[src/bcft_pkg.sv]
// shared types and constants for the ball center from triangle block
package bcft_pkg;

   localparam int AXES      = 3;
   localparam int HELD      = 2;
   localparam int CW        = 32;
   localparam int EW        = 33;
   localparam int NW        = 16;
   localparam int MW        = 12;
   localparam int MANT_MAX  = 2047;
   localparam int EXPW      = 5;
   localparam int NCW       = 25;
   localparam int AAW       = 24;
   localparam int ABW       = 25;
   localparam int DW        = 50;
   localparam int SW        = 51;
   localparam int NUMW      = 64;
   localparam int MAGW      = 63;
   localparam int BIGW      = 86;
   localparam int QW        = 41;
   localparam int UW        = 42;
   localparam int DIV_REM_W = 51;
   localparam int STEP_W    = 6;
   localparam int U_STEPS   = 41;
   localparam int O_STEPS   = 32;
   localparam int RADW      = 64;
   localparam int ROOTW     = 32;
   localparam int SQRT_REMW = 36;
   localparam int SHIFTW    = 5;
   localparam int AXISW     = 2;
   localparam int SUMW      = 44;

   localparam logic [QW-1:0] QUOT_CAP = 41'h100_0000_0000;

   typedef struct packed {
      logic [AXES-1:0][CW-1:0]          p0;
      logic [AXES-1:0][EW-1:0]          a;
      logic [AXES-1:0][EW-1:0]          b;
      logic [AXES-1:0][AXES-1:0][NW-1:0] nv;
   } geom_type;

   typedef struct packed {
      logic              start;
      logic [STEP_W-1:0] steps;
   } div_req_type;

   typedef enum logic [4:0] {
      ST_IDLE,
      ST_NORM,
      ST_CROSS,
      ST_DOTS,
      ST_DSQ,
      ST_ORIENT,
      ST_SNTN,
      ST_UNUM,
      ST_USTART,
      ST_UWAIT,
      ST_UACC,
      ST_RB,
      ST_RCMP,
      ST_HWAIT,
      ST_DNORM,
      ST_SWAIT,
      ST_OMUL,
      ST_OSTART,
      ST_OWAIT,
      ST_OUT
   } back_state_type;

endpackage

[src/bcft_front.sv]
// point collector: holds two points and forms a triangle job on the third
module bcft_front #(
   parameter int ID_WIDTH = 16
) (
   input  logic                      clock,
   input  logic                      reset,
   input  logic                      req_valid,
   output logic                      req_ready,
   input  logic signed [31:0]        req_point_x,
   input  logic signed [31:0]        req_point_y,
   input  logic signed [31:0]        req_point_z,
   input  logic signed [15:0]        req_normal_x,
   input  logic signed [15:0]        req_normal_y,
   input  logic signed [15:0]        req_normal_z,
   input  logic [15:0]               req_point_id,
   output logic                      job_push,
   output bcft_pkg::geom_type        job_geom,
   output logic [3*ID_WIDTH-1:0]     job_ids,
   input  logic                      job_full
);

   logic [1:0]                  slot_ff, slot_in;
   logic [bcft_pkg::CW-1:0]     p_ff  [bcft_pkg::HELD][bcft_pkg::AXES];
   logic [bcft_pkg::NW-1:0]     nv_ff [bcft_pkg::HELD][bcft_pkg::AXES];
   logic [ID_WIDTH-1:0]         id_ff [bcft_pkg::HELD];
   logic                        accept;
   logic                        third;
   logic [bcft_pkg::CW-1:0]     p_cur [bcft_pkg::AXES];
   logic [bcft_pkg::NW-1:0]     nv_cur [bcft_pkg::AXES];
   logic [ID_WIDTH-1:0]         id_cur;

   always_comb begin
      p_cur[0]  = req_point_x;
      p_cur[1]  = req_point_y;
      p_cur[2]  = req_point_z;
      nv_cur[0] = req_normal_x;
      nv_cur[1] = req_normal_y;
      nv_cur[2] = req_normal_z;
      id_cur    = ID_WIDTH'(req_point_id);
      third     = (slot_ff == 2'(bcft_pkg::HELD));
      req_ready = !third || !job_full;
      accept    = req_valid && req_ready;
      job_push  = accept && third;
      slot_in   = slot_ff;
      if (accept) begin
         slot_in = third ? 2'd0 : slot_ff + 2'd1;
      end
      // edge vectors are exact 33-bit differences
      for (int c = 0; c < bcft_pkg::AXES; c++) begin
         job_geom.p0[c]    = p_ff[0][c];
         job_geom.a[c]     = {p_ff[1][c][bcft_pkg::CW-1], p_ff[1][c]}
                           - {p_ff[0][c][bcft_pkg::CW-1], p_ff[0][c]};
         job_geom.b[c]     = {p_cur[c][bcft_pkg::CW-1], p_cur[c]}
                           - {p_ff[0][c][bcft_pkg::CW-1], p_ff[0][c]};
         job_geom.nv[0][c] = nv_ff[0][c];
         job_geom.nv[1][c] = nv_ff[1][c];
         job_geom.nv[2][c] = nv_cur[c];
      end
      job_ids = {id_cur, id_ff[1], id_ff[0]};
   end

   always_ff @(posedge clock) begin
      if (reset) begin
         slot_ff <= 2'd0;
      end else begin
         slot_ff <= slot_in;
      end
   end

   always_ff @(posedge clock) begin
      if (accept && !third) begin
         for (int c = 0; c < bcft_pkg::AXES; c++) begin
            p_ff[slot_ff[0]][c]  <= p_cur[c];
            nv_ff[slot_ff[0]][c] <= nv_cur[c];
         end
         id_ff[slot_ff[0]] <= id_cur;
      end
   end

endmodule

[config.mk]
export PLATFORM = sky130hd
export DESIGN_NAME = bcft_front
export DESIGN_NICKNAME = d
export VERILOG_FILES = /design/src/bcft_pkg.sv /design/src/bcft_front.sv
export SDC_FILE = /design/constraint.sdc
export NUM_CORES = 1
export LEC_CHECK = 0
export ABC_CLOCK_PERIOD_IN_PS = 15200
export BUFFER_PORTS_ARGS = -buffer_cell sky130_fd_sc_hd__buf_2
export CORE_AREA = 3 3 255 257
export CTS_BUF_LIST = sky130_fd_sc_hd__clkbuf_8
export CTS_CLUSTER_DIAMETER = 120
export DETAILED_ROUTE_END_ITERATION = 8
export DIE_AREA = 0 0 258 260
export GPL_TIMING_DRIVEN = 0
export PLACE_DENSITY = 0.54
export SETUP_SLACK_MARGIN = 0.5
export SLEW_MARGIN = 5
export SYNTH_ARGS = -nofsm -noshare
export SYNTH_HDL_FRONTEND = slang
export SYNTH_SLANG_ARGS = --single-unit
[constraint.sdc]
create_clock -name clock -period 15.2 [get_ports clock]
set_input_delay 0.76 -clock clock [delete_from_list [all_inputs] [get_ports clock]]
set_output_delay 0.76 -clock clock [all_outputs]
set_load 0.05 [all_outputs]
==> impl_metrics.toml <==
[status]
outcome = "complete, no violations"

[timing]
fin_crit_sh_pct = 33.4
slew_viol_final = 0
fmax_mhz = 197
grt_setup_unrepaired = "no"
slew-limit-headroom_pct = 46.5
setup_viol = 0
hold_viol = 0
worst_pin_slew_ns = 0.798
skew_ns = 0.0326
period_minus_slack_ns = 5.08

[cts]
clkSinkCount = 322
clk_pin_slew_worst_paths_ns = 0.07
cts_tree = "done"
cts_root_buffer = "clkbuf_8"
cts_inserted_buffers = 59
worstSkewPairLatency_ns = 0.66
holdBufCountCts = 0
post-cts-setup-buffer-count = 0
htree_levels = 2
ctsResizeCount = 0
clockBufferDepth = 3

[power]
powerDensity_nw_per_um2 = 124
p_int_w = 0.00181
combPwrFrac_pct = 42.1
pwr-share-clk_pct = 25.3
power_switching_share_pct = 43.8
p_leak_nw = 11.9
p_sw_w = 0.00141
p_seq_share_pct = 32.7
ir_worst_vdd_mv = 0.0710

[global_route]
grt_pass1_wl_mm = 99.2
grt_max_degree = 59
grt_use_total_pct = 19.1
grt_pass1_vias = 17000
grt_overflow = 0
antenna_found_initial = 14

[floorplanning]
ios = 652
start_util_pct = 32.3
dieArea_sq_um = 67100
fp.coreArea_sq_um = 63000
rows = 92
die_h_microns = 260
chipWidth_microns = 258

[synthesis]
syn_nets = 2212
synth.avg_cell_area_sq_um = 11.0
yosys_warnings = 0
synth-seq-cells = 322
ys_seq_area_share_pct = 47.4
synth_area_sq_um = 20400
async_reset_ff_share_pct = 0
ys.flop_type = "edfxtp_1"
syn_inst = 1850
synth_edf_count = 320
ys_types = 81

[run]
maxCapViolations = 0

[placement]
dp_cells = 3367
port_buffers = 651
post-dp-hpwl_mm = 55.2
placed_area_sq_um = 24900
gp_congestion = 0.881

[cells_and_area]
most-common-layout-cells = "buf_2 (653), edfxtp_1 (320), ha_1 (192)"
design_area_sq_um = 26100
final_common_cell = "buf_2"
area_delta_synth_final_pct = 28.1
seq_area_sq_um = 9650
n_fill_cell = 6177
multiInputGateArea_sq_um = 9540
nNetsFinal = 2944
drive_above_1_share_pct = 32.3
instances_no_fill = 3483

[drt]
routedWlPerCell_microns = 19.1
viasPerCell = 4.86
drtIter0Drc = 810
vias = 16900
drc = 0
drt-pass1-iter-count = 4
totalWireLength_mm = 66.6
antenna_left = 0

[worst_hold_path]
min_path_type = "primary input to register"

[critical_path]
start_kind = "register"
cp_data_required_time_ns = 14.44
crit_path_end_kind = "output port"
crit_path_max_fanout = 4
critPathArrivalTime_ns = 4.32
worst-setup-path-type = "register to output port"
[final timing paths]
| check | slack, ns | from | cells past startpoint | end |
|---|---|---|---|---|
| setup reg to reg | 12.24 | slot_ff[1] | 8 | p_ff[0][29] |
| hold / removal | 0.30 | req_point_x[3] | 1 | p_ff[1][67] |
| hold reg to reg | 0.58 | slot_ff[1] | 1 | slot_ff[1] |
| setup / recovery | 10.12 | p_ff[0][65] | 12 | job_geom[272] |
[cell families (layout without fill, tap and decap cells)]
| logic type | count (synthesis) | in the layout | synth area share [%] |
|---|---|---|---|
| AO/OA/AOI/OAI | 510 | 510 | 17.1 |
| AND/OR/NAND/NOR | 414 | 414 | 10.5 |
| flip-flops | 322 | 322 | 47.4 |
| buffers and inverters | 249 | 1029 | 5.82 |
| adder cells (fa/ha/maj) | 198 | 198 | 12.4 |
| XOR/XNOR | 149 | 149 | 6.41 |
| multiplexers | 8 | 8 | 0.393 |
| other | 0 | 7 | 0 |
[sequential cells by signal, summed over array words and instances (netlist names)]
| register | cells |
|---|---|
| slot_ff | 2 |
| p_ff | 192 |
| id_ff | 32 |
| nv_ff | 96 |
[layout make-up]
cell class | instances | area share [%]
Sequential cell | 322 | 37.0
Multi-Input combinational cell | 1279 | 36.6
Timing Repair Buffer | 671 | 13.4
Tap cell | 846 | 4.06
Clock buffer | 59 | 3.11
Buffer | 93 | 2.30
Inverter | 156 | 2.24
Clock inverter | 50 | 1.26
Antenna cell | 7 | 0.0671
[per-stage QoR]
step	util (%)	worst slack [ns]	TNS [ns]	power (W)	hold slack, ns
3_5_place_dp	39.6	10.37	0	0.00243	0.559
5_1_grt	41.4	9.84	0	0.00339	0.235
3_3_place_gp	39.2	-4.56	-727.63	0.00244	0.500
6_report	41.4	10.12	0	0.00322	0.302
2_1_floorplan	-	2.69	0	0.00209	0.482
4_1_cts	41.4	9.90	0	0.00327	0.205
[synthesized netlist by cell type, types with 4 or more instances]
| cell | count | area [sq um] |
|---|---|---|
| a2111oi_0 | 4 | 35.0 |
| a211oi_1 | 16 | 120 |
| a21o_1 | 92 | 691 |
| a21oi_1 | 136 | 681 |
| a21oi_2 | 5 | 43.8 |
| a221oi_1 | 4 | 35.0 |
| a311o_1 | 4 | 40.0 |
| a31oi_1 | 18 | 113 |
| and2_1 | 14 | 87.6 |
| and3_1 | 26 | 163 |
| and4_1 | 5 | 43.8 |
| buf_4 | 64 | 480 |
| clkbuf_1 | 26 | 97.6 |
| edfxtp_1 | 320 | 9610 |
| fa_1 | 6 | 120 |
| ha_1 | 192 | 2400 |
| inv_1 | 156 | 586 |
| mux2i_1 | 8 | 80.1 |
| nand2_1 | 76 | 285 |
| nand2b_1 | 32 | 200 |
| nand3_1 | 32 | 160 |
| nand3b_1 | 5 | 37.5 |
| nand4_1 | 21 | 131 |
| nor2_1 | 101 | 379 |
| nor2b_1 | 34 | 213 |
| nor3_1 | 27 | 135 |
| nor3b_1 | 5 | 37.5 |
| nor4b_1 | 5 | 43.8 |
| o2111ai_1 | 6 | 52.6 |
| o211ai_1 | 17 | 128 |
| o21a_1 | 28 | 210 |
| o21ai_0 | 78 | 390 |
| o21ai_1 | 7 | 35.0 |
| o21ai_2 | 4 | 35.0 |
| o21bai_1 | 19 | 143 |
| o22ai_1 | 4 | 25.0 |
| o311ai_0 | 4 | 35.0 |
| o31a_1 | 12 | 105 |
| o31ai_1 | 7 | 52.6 |
| o41ai_1 | 5 | 43.8 |
| or2_2 | 5 | 31.3 |
| or3_1 | 11 | 68.8 |
| xnor2_1 | 102 | 893 |
| xor2_1 | 47 | 412 |
[metal layers]
layer	share of wire, %	track usage (%)	wire length [microns]
met1	40	22.4	26800
met4	3.2	6.83	2110
met2	49	33.1	32800
met3	7.2	5.59	4790
met5	0.11	0	72
[power groups by stage]
stage	registers, W	logic (W)	clock network, W
after floorplan	0.00121	0.000877	0
after global placement	0.00110	0.00134	0
after detailed placement	0.00107	0.00136	0
after CTS	0.00105	0.00137	0.000849
after global routing	0.00106	0.00144	0.000888
final	0.00105	0.00136	0.000815
[critical path, stage by stage (launching register included)]
cell	delay, ns
edfxtp_1	0.46
inv_1	0.12
ha_1	0.29
nor2b_1	0.14
o31a_1	0.33
o41ai_1	0.55
a21oi_1	0.25
o2111ai_2	0.30
a31oi_1	0.23
a311o_1	0.42
a21oi_2	0.15
xnor2_1	0.13
buf_2	0.29
No activity file was read; power rests on OpenSTA's default activity.
