==> config.mk <==
export PLATFORM = sky130hd
export DESIGN_NAME = bcft_fifo
export DESIGN_NICKNAME = d
export VERILOG_FILES = /design/src/bcft_fifo.sv
export SDC_FILE = /design/constraint.sdc
export NUM_CORES = 1
export LEC_CHECK = 0
export BUFFER_PORTS_ARGS = -buffer_cell sky130_fd_sc_hd__buf_2
export CAP_MARGIN = 0
export CELL_PAD_IN_SITES_DETAIL_PLACEMENT = 2
export CELL_PAD_IN_SITES_GLOBAL_PLACEMENT = 2
export CORE_UTILIZATION = 36
export DETAILED_ROUTE_END_ITERATION = 8
export GPL_TIMING_DRIVEN = 0
export PLACE_DENSITY_LB_ADDON = 0.2
export SETUP_SLACK_MARGIN = 0.1
export SLEW_MARGIN = 10
export SYNTH_ARGS = -nofsm -noshare
export SYNTH_HDL_FRONTEND = slang
export SYNTH_SLANG_ARGS = --single-unit
==> constraint.sdc <==
create_clock -name clock -period 2.2 [get_ports clock]
set_input_delay 0 -clock clock [delete_from_list [all_inputs] [get_ports clock]]
set_output_delay 0 -clock clock [all_outputs]
set_load 0.01 [all_outputs]
==> src/bcft_fifo.sv <==
// two-entry job queue between the point collector and the solver
module bcft_fifo #(
   parameter int WIDTH = 8
) (
   input  logic             clock,
   input  logic             reset,
   input  logic             push,
   input  logic [WIDTH-1:0] push_data,
   output logic             full,
   input  logic             pop,
   output logic             not_empty,
   output logic [WIDTH-1:0] pop_data
);

   localparam int DEPTH = 2;

   logic [WIDTH-1:0] mem_ff [DEPTH];
   logic             wr_ptr_ff, wr_ptr_in;
   logic             rd_ptr_ff, rd_ptr_in;
   logic [1:0]       count_ff, count_in;

   always_comb begin
      full      = (count_ff == 2'(DEPTH));
      not_empty = (count_ff != 2'd0);
      pop_data  = mem_ff[rd_ptr_ff];
      wr_ptr_in = push ? ~wr_ptr_ff : wr_ptr_ff;
      rd_ptr_in = pop ? ~rd_ptr_ff : rd_ptr_ff;
      count_in  = count_ff + 2'(push) - 2'(pop);
   end

   always_ff @(posedge clock) begin
      if (reset) begin
         wr_ptr_ff <= 1'b0;
         rd_ptr_ff <= 1'b0;
         count_ff  <= 2'd0;
      end else begin
         wr_ptr_ff <= wr_ptr_in;
         rd_ptr_ff <= rd_ptr_in;
         count_ff  <= count_in;
      end
   end

   always_ff @(posedge clock) begin
      if (push) begin
         mem_ff[wr_ptr_ff] <= push_data;
      end
   end

endmodule

==> key figures, run 1 <==
Logic synthesis
  – Cells after Synth: 46
  – YS warnings: 0
  – Synth area leaders: edfxtp_1 60%, dfxtp_1 13%, mux2_1 11%, ha_1 3.1%, xnor3_1 2.8%
  – Top cell type's share of synthesized area: 0.605
  – Synthesized area: 795 µm²
  – Post-synthesis sequential area ratio: 0.731
  – Cell variety after synth: 12
  – Syn_area_per_cell: 17.3 µm²
  – Post-synth top area cell: edfxtp_1
  – Mapped Nets: 60
  – Yosys reg bits: 21

Placed design
  – DP Wirelength: 995 µm
  – Pre-CTS setup slack: 910 ps
  – Placed Cells: 94
  – GP Congestion: 0.637
  – Port bufs: 21

Floorplanning
  – Die W: 49.0 µm
  – Core area: 0.00202 mm²
  – Die Y: 49.0 µm
  – Initial Util: 0.393
  – Io pins: 22
  – Die area: 0.00240 mm²
  – Row Count: 16

Timing
  – Post-Route Setup TNS: 0 ps
  – Finish-stage setup viols: 0
  – Worst-Margin Slew: 740 ps
  – Min Clock Period, post-route: 1330 ps
  – Slew HR: 0.505
  – Tcrit/Tclk final: 0.603
  – Final Skew: 1.94 ps
  – Final Hold Fails: 0
  – RSZ-0062 raised after global routing: no
  – Max Transition Viols Final: 0
  – Maximum clock rate: 754 MHz
  – Post-route setup slack: 874 ps

Routing
  – Met3 Routed Length: 55 µm
  – Total iterations of the first detailed-routing run: 2
  – DR vias: 490
  – Routed Antenna Nets: 0
  – WL final: 1.43 mm
  – Vias per cell: 4.50
  – Top sig layer: met4
  – DR iter-0 viols: 1
  – Met1 Wirelength: 585 µm
  – Routed wire per std cell: 13.1 µm
  – Residual DRC: 0
  – Routed length on met2: 749 µm

Critical path
  – Crit Path Max Fanout: 8
  – CP Data Arrival Time: 1330 ps
  – Startpoint types: register
  – Crit end category: output pin
  – Type of the worst setup path: register to output pin
  – Most frequent CP cell: buf_2
  – CP Cell Sequence: buf_2, mux2_1, buf_2
  – CP max-delay cell: mux2_1
  – Required @ worst endpoint: 2200 ps
  – Max incr delay on CP: 350 ps

Finish
  – Multi-input combinational cell area: 201 µm²
  – Synthesis-to-layout area growth: 34.6%
  – Register area: 581 µm²
  – Non-filler cells, final: 109
  – Most common cell after layout, fill and taps aside: buf_2
  – Most frequent cells in the layout: 22 x buf_2, 16 x edfxtp_1, 11 x dlygate4sd3_1, 8 x mux2_1, 5 x dfxtp_1
  – Final nets: 97
  – Antenna diode instance count: 0
  – Ratio of cells with drive above 1 in the final layout: 0.305
  – Fill cell count: 192

Power and ir drop
  – VDD IR-drop max: 0.000304 V
  – Lkg Pwr: 0.000434 µW
  – PwrDens: 750 mW/mm²

Clocking
  – Clock transition at the registers of the reported paths: 110 ps
  – Post-CTS Resized: 0
  – Root Driver: clkbuf_4
  – CTS H-tree lvls: 1
  – CTS buffer count: 3
  – Worst-Skew Late Latency: 300 ps
  – Post-cts hold buffer count: 11
  – Clock sink count: 21
  – Max Buffers Root-to-Sink: 2
  – TritonCTS clock tree: yes
  – # Post-CTS Setup Buffers: 0

Global routing
  – Grt total ovfl: 0
  – First-pass GRT wire length: 2.36 mm
  – GR Util All Layers: 0.142
  – Largest net degree at the start of global routing: 12
  – Initial antenna violation count: 0
  – Vias in the first global route: 514

Flow run
  – MaxCap Viol Count: 0

Hold path
  – Worst min path class: input pin to register

Run status
  – Status: finished clean
worst max-delay path: cells and delay by family, from the launching register on:
family,cells,cell delay [ps]
buffers and inverters,2,350
multiplexers,1,350
flip-flops,1,320
final cells by class:
cell class,instances,share of cell area
multi-input combinational,22,0.188
clock buffer,4,0.0246
tap,27,0.0316
buffer,1,0.00468
timing repair buffer,32,0.201
inverter,2,0.00702
sequential,21,0.543
worst paths after layout:
path	startpoint	endpoint	slack [ps]	cells past startpoint
max	register	pop_data[3]	870	3
min	push_data[1]	mem_ff[0][1]	420	2
max reg2reg	wr_ptr_ff	mem_ff[0][2]	910	1
min reg2reg	rd_ptr_ff	rd_ptr_ff	540	2
synth_stat cells:
master and n:
dfxtp_1 5, buf_2 1, and2_1 1, nor2b_1 3
mux2_1 8, xnor3_1 1, edfxtp_1 16, or2_1 1
xnor2_1 2, inv_1 2, ha_1 2, nor2_1 4
sequential cells by signal, indices dropped and copies added (netlist names), named ones only:
| signal | flops |
|---|---|
| wr_ptr_ff | 1 |
| mem_ff | 16 |
| count_ff | 2 |
| rd_ptr_ff | 1 |
power breakdown:
part	total (µW)	internal, µW	switching (µW)
clock network	182	70.7	111
logic	147	81.9	65.4
registers	473	461	12.8
kinds of logic after synthesis:
family	count (synthesis)	share of synthesized area
adder cells (fa/ha/maj)	2	0.0315
XOR/XNOR	3	0.0504
AND/OR/NAND/NOR	9	0.0583
flip-flops	21	0.731
buffers and inverters	3	0.0157
multiplexers	8	0.113
layer usage:
layer	track usage	up-vias
met2	0.238	16
met4	0.0882	0
met3	0.0280	3
met5	0	-
li1	-	234
met1	0.165	237
per-stage QoR:
| step | power, µW | cell area, µm² | hold WS, ps | utilization |
|---|---|---|---|---|
| 2_1_floorplan | 563 | 795 | 71.6 | - |
| 5_1_grt | 849 | 1070 | 405 | 0.529 |
| 3_3_place_gp | 611 | 933 | 188 | 0.462 |
| 3_5_place_dp | 617 | 933 | 195 | 0.462 |
| 4_1_cts | 815 | 1070 | 403 | 0.529 |
| 6_report | 803 | 1070 | 418 | 0.529 |
Power figures use the tool's default switching activity.
==> run 2, diff against run 1 <==
--- a/config.mk
+++ b/config.mk
@@ -9,7 +9,7 @@
 export CAP_MARGIN = 0
 export CELL_PAD_IN_SITES_DETAIL_PLACEMENT = 2
 export CELL_PAD_IN_SITES_GLOBAL_PLACEMENT = 2
-export CORE_UTILIZATION = 36
+export CORE_UTILIZATION = 30
 export DETAILED_ROUTE_END_ITERATION = 8
 export GPL_TIMING_DRIVEN = 0
 export PLACE_DENSITY_LB_ADDON = 0.2
==> constraint.sdc (replaced) <==
create_clock -name clock -period 1.15 [get_ports clock]
set_input_delay 0 -clock clock [delete_from_list [all_inputs] [get_ports clock]]
set_output_delay 0 -clock clock [all_outputs]
set_load 0.01 [all_outputs]
==> run 2 against run 1 <==
The flow now finishes with violations (setup timing). Wire length rose by 9.0%. Setup slack worse by 960 ps. Largest cell class unchanged. Count of clock-buffer cells in the layout did not move. Non-clock buffer count shrank 1. Combinational power grew to 2.8 times the previous value. Worst hold slack got worse by 400 ps. Sequential power rose by 93%. Final area increased by 12%. Cell count is 1.8% higher. Critical path depth unchanged. Sequential cell count unchanged. Via count down 2.2%.
==> key figures, run 2 (synthesized netlist as in run 1, its figures left out) <==
Critical path
  – CP max-delay cell: dfxtp_2 (was mux2_1)
  – Reg-to-Reg End: count_ff[1] (was mem_ff[0][2])
  – Required @ worst endpoint: 1150 ps (was 2200 ps)
  – CP Cell Sequence: buf_8, mux2_4, buf_6 (was buf_2, mux2_1, buf_2)
  – Type of the worst setup path: register to output pin (unchanged)
  – Crit end category: output pin (unchanged)
  – Startpoint types: register (unchanged)
  – Worst reg-to-reg setup slack: -10 ps (was 910 ps)
  – RR Startpoint: count_ff[0] (was wr_ptr_ff)
  – Crit Path Max Fanout: 8 (unchanged)
  – CP Data Arrival Time: 1230 ps (was 1330 ps)
  – Max incr delay on CP: 350 ps (about the same)
  – Worst Reg-to-Reg Cells: 6 (was 1)
  – CP bufs+invs: 2 (unchanged)
  – CP top delay family: flip-flops (was buffers and inverters)

Timing
  – Post-Route Setup TNS: -633 ps (was 0 ps)
  – Min Clock Period, post-route: 1230 ps
  – Post-route setup slack: -81.6 ps (was 874 ps)
  – Final Hold Fails: 0 (unchanged)
  – WHS: 14.4 ps (was 418 ps)
  – Finish-stage setup viols: 9 (was 0)
  – Max Transition Viols Final: 0 (unchanged)
  – RSZ-0062 raised after global routing: yes (was no)
  – Slew HR: 0.816 (was 0.505)
  – Maximum clock rate: 812 MHz
  – Tcrit/Tclk final: 1.07
  – Worst-Margin Slew: 276 ps (was 740 ps)
  – Final Skew: 3.83 ps (was 1.94 ps)

Finish
  – Final nets: 96 (was 97)
  – Max FFs per register: 16 (unchanged)
  – Most frequent cells in the layout: 16 x edfxtp_1, 13 x buf_2, 9 x dlygate4sd3_1, 9 x buf_6, 8 x mux2_4 (was 22 x buf_2, 16 x edfxtp_1, 11 x dlygate4sd3_1, 8 x mux2_1, 5 x dfxtp_1)
  – Reg with most FFs: mem_ff (unchanged)
  – Most common cell after layout, fill and taps aside: edfxtp_1 (was buf_2)
  – Utilization after layout: 0.480 (was 0.529)
  – Ratio of cells with drive above 1 in the final layout: 0.531 (was 0.305)
  – Antenna diode instance count: 0 (unchanged)
  – Non-filler cells, final: 111 (was 109)
  – Fill cell count: 238 (was 192)
  – Top flop regs: mem_ff x16, count_ff x2 (unchanged)
  – Synthesis-to-layout area growth: 51.0% (was 34.6%)

Power and ir drop
  – Sequential share of power: 0.544 (was 0.590)
  – Sw Ratio: 0.241 (was 0.236)
  – VDD IR-drop max: 0.000650 V (was 0.000304 V)
  – Power Internal: 1270 µW (was 613 µW)
  – Lkg Pwr: 0.000491 µW (was 0.000434 µW)
  – Design Power: 1680 µW (was 803 µW)
  – PwrDens: 1400 mW/mm² (was 750 mW/mm²)
  – Clock power share: 0.213 (was 0.227)
  – Comb pwr share: 0.243 (was 0.183)
  – Net Sw Power: 404 µW (was 190 µW)

Routing
  – WL final: 1.55 mm (was 1.43 mm)
  – Routed wire per std cell: 14.0 µm (was 13.1 µm)
  – DR vias: 479 (was 490)
  – Total iterations of the first detailed-routing run: 3 (was 2)
  – DR iter-0 viols: 3 (was 1)
  – Vias per cell: 4.32 (was 4.50)
  – Residual DRC: 0 (unchanged)
  – Routed Antenna Nets: 0 (unchanged)

Hold path
  – Hold Crit Start: pop (was push_data[1])
  – WHS Endpoint: rd_ptr_ff (was mem_ff[0][1])
  – Hold Path Stages: 3 (was 2)
  – Worst min path class: input pin to register (unchanged)

Flow run
  – MaxCap Viol Count: 0 (unchanged)

Global routing
  – Vias in the first global route: 518 (was 514)
  – GR Util All Layers: 0.129 (was 0.142)
  – Initial antenna violation count: 0 (unchanged)
  – Largest net degree at the start of global routing: 12 (unchanged)
  – Grt total ovfl: 0 (unchanged)
  – First-pass GRT wire length: 2.35 mm (was 2.36 mm)

Clocking
  – TritonCTS clock tree: yes (unchanged)
  – Max Buffers Root-to-Sink: 2 (unchanged)
  – CTS H-tree lvls: 1 (unchanged)
  – Clock sink count: 21 (unchanged)
  – Worst-Skew Late Latency: 310 ps (was 300 ps)
  – CTS buffer count: 3 (unchanged)
  – Root Driver: clkbuf_4 (unchanged)
  – Clock transition at the registers of the reported paths: 110 ps (about the same)

Floorplanning
  – Initial Util: 0.318 (was 0.393)
  – Die W: 53.5 µm (was 49.0 µm)
  – Die area: 0.00286 mm² (was 0.00240 mm²)
  – Row Count: 18 (was 16)
  – Die Y: 53.5 µm (was 49.0 µm)
  – Io pins: 22 (unchanged)
  – Core area: 0.00250 mm² (was 0.00202 mm²)

Placed design
  – Placed Cells: 97 (was 94)
  – GP Congestion: 0.590 (was 0.637)
  – Port bufs: 21 (unchanged)
  – DP Wirelength: 936 µm (was 995 µm)

Run status
  – Violated checks: setup timing
  – Status: finished with violations (was finished clean)
==> run 2: cell types whose count changed in the layout (fill, tap and decap cells not counted), moves of 8 or more <==
| cell | delta |
|---|---|
| buf_6 | +9 |
| buf_2 | -9 |
| mux2_1 | -8 |
| mux2_4 | +8 |
==> run 2: stage by stage <==
stage          setup slack [ps]  area (µm²)
6_report                  -81.6        1200
5_1_grt                    -128        1200
4_1_cts                   -90.9        1190
3_5_place_dp              -41.0         941
3_3_place_gp              -5.45         941
2_1_floorplan              31.2         798
==> run 2: final cells by class <==
class	count	area, µm²	area share
Multi-Input combinational cell	22	274	0.228
Tap cell	30	37.5	0.0313
Buffer	1	15.0	0.0125
Inverter	2	7.51	0.00626
Clock buffer	4	26.3	0.0219
Sequential cell	21	583	0.486
Timing Repair Buffer	31	256	0.214
==> run 2: timing repair <==
item                                    4_1_cts  5_1_grt
hold buffers                                  9        0
hold endpoints to repair                     21        0
resized for setup                            27        3
buffers inserted                              1        0
pin swaps                                     3        3
endpoints found under the setup margin       26       19
==> run 2: power groups by stage <==
stage | registers [µW] | logic [µW] | clock network [µW]
3_5_place_dp | 925 | 258 | 0
5_1_grt | 918 | 444 | 401
4_1_cts | 912 | 392 | 364
3_3_place_gp | 921 | 251 | 0
2_1_floorplan | 917 | 163 | 0
6_report | 913 | 407 | 357
==> run 2: metal layers <==
metal | vias up | track usage | routed length [µm]
met5 | - | 0 | 0
met4 | 0 | 0.0921 | 21
li1 | 232 | - | -
met1 | 233 | 0.113 | 548
met3 | 2 | 0.0259 | 48
met2 | 12 | 0.252 | 934
==> run 2: how the worst max path moves through the flow <==
stage / start / endpoint / slack, ps / cells past startpoint
6_report: register / pop_data[2] / -80 / 3
3_3_place_gp: count_ff[0] / count_ff[1] / -5 / 6
3_5_place_dp: count_ff[0] / count_ff[1] / -40 / 6
2_1_floorplan: count_ff[0] / count_ff[1] / 30 / 6
4_1_cts: register / pop_data[2] / -90 / 3
5_1_grt: register / pop_data[4] / -130 / 3
==> run 2: worst min-delay path, cell delays in order <==
cell and delay [ps]:
buf_2 130, xnor2_1 90, nor2_1 80
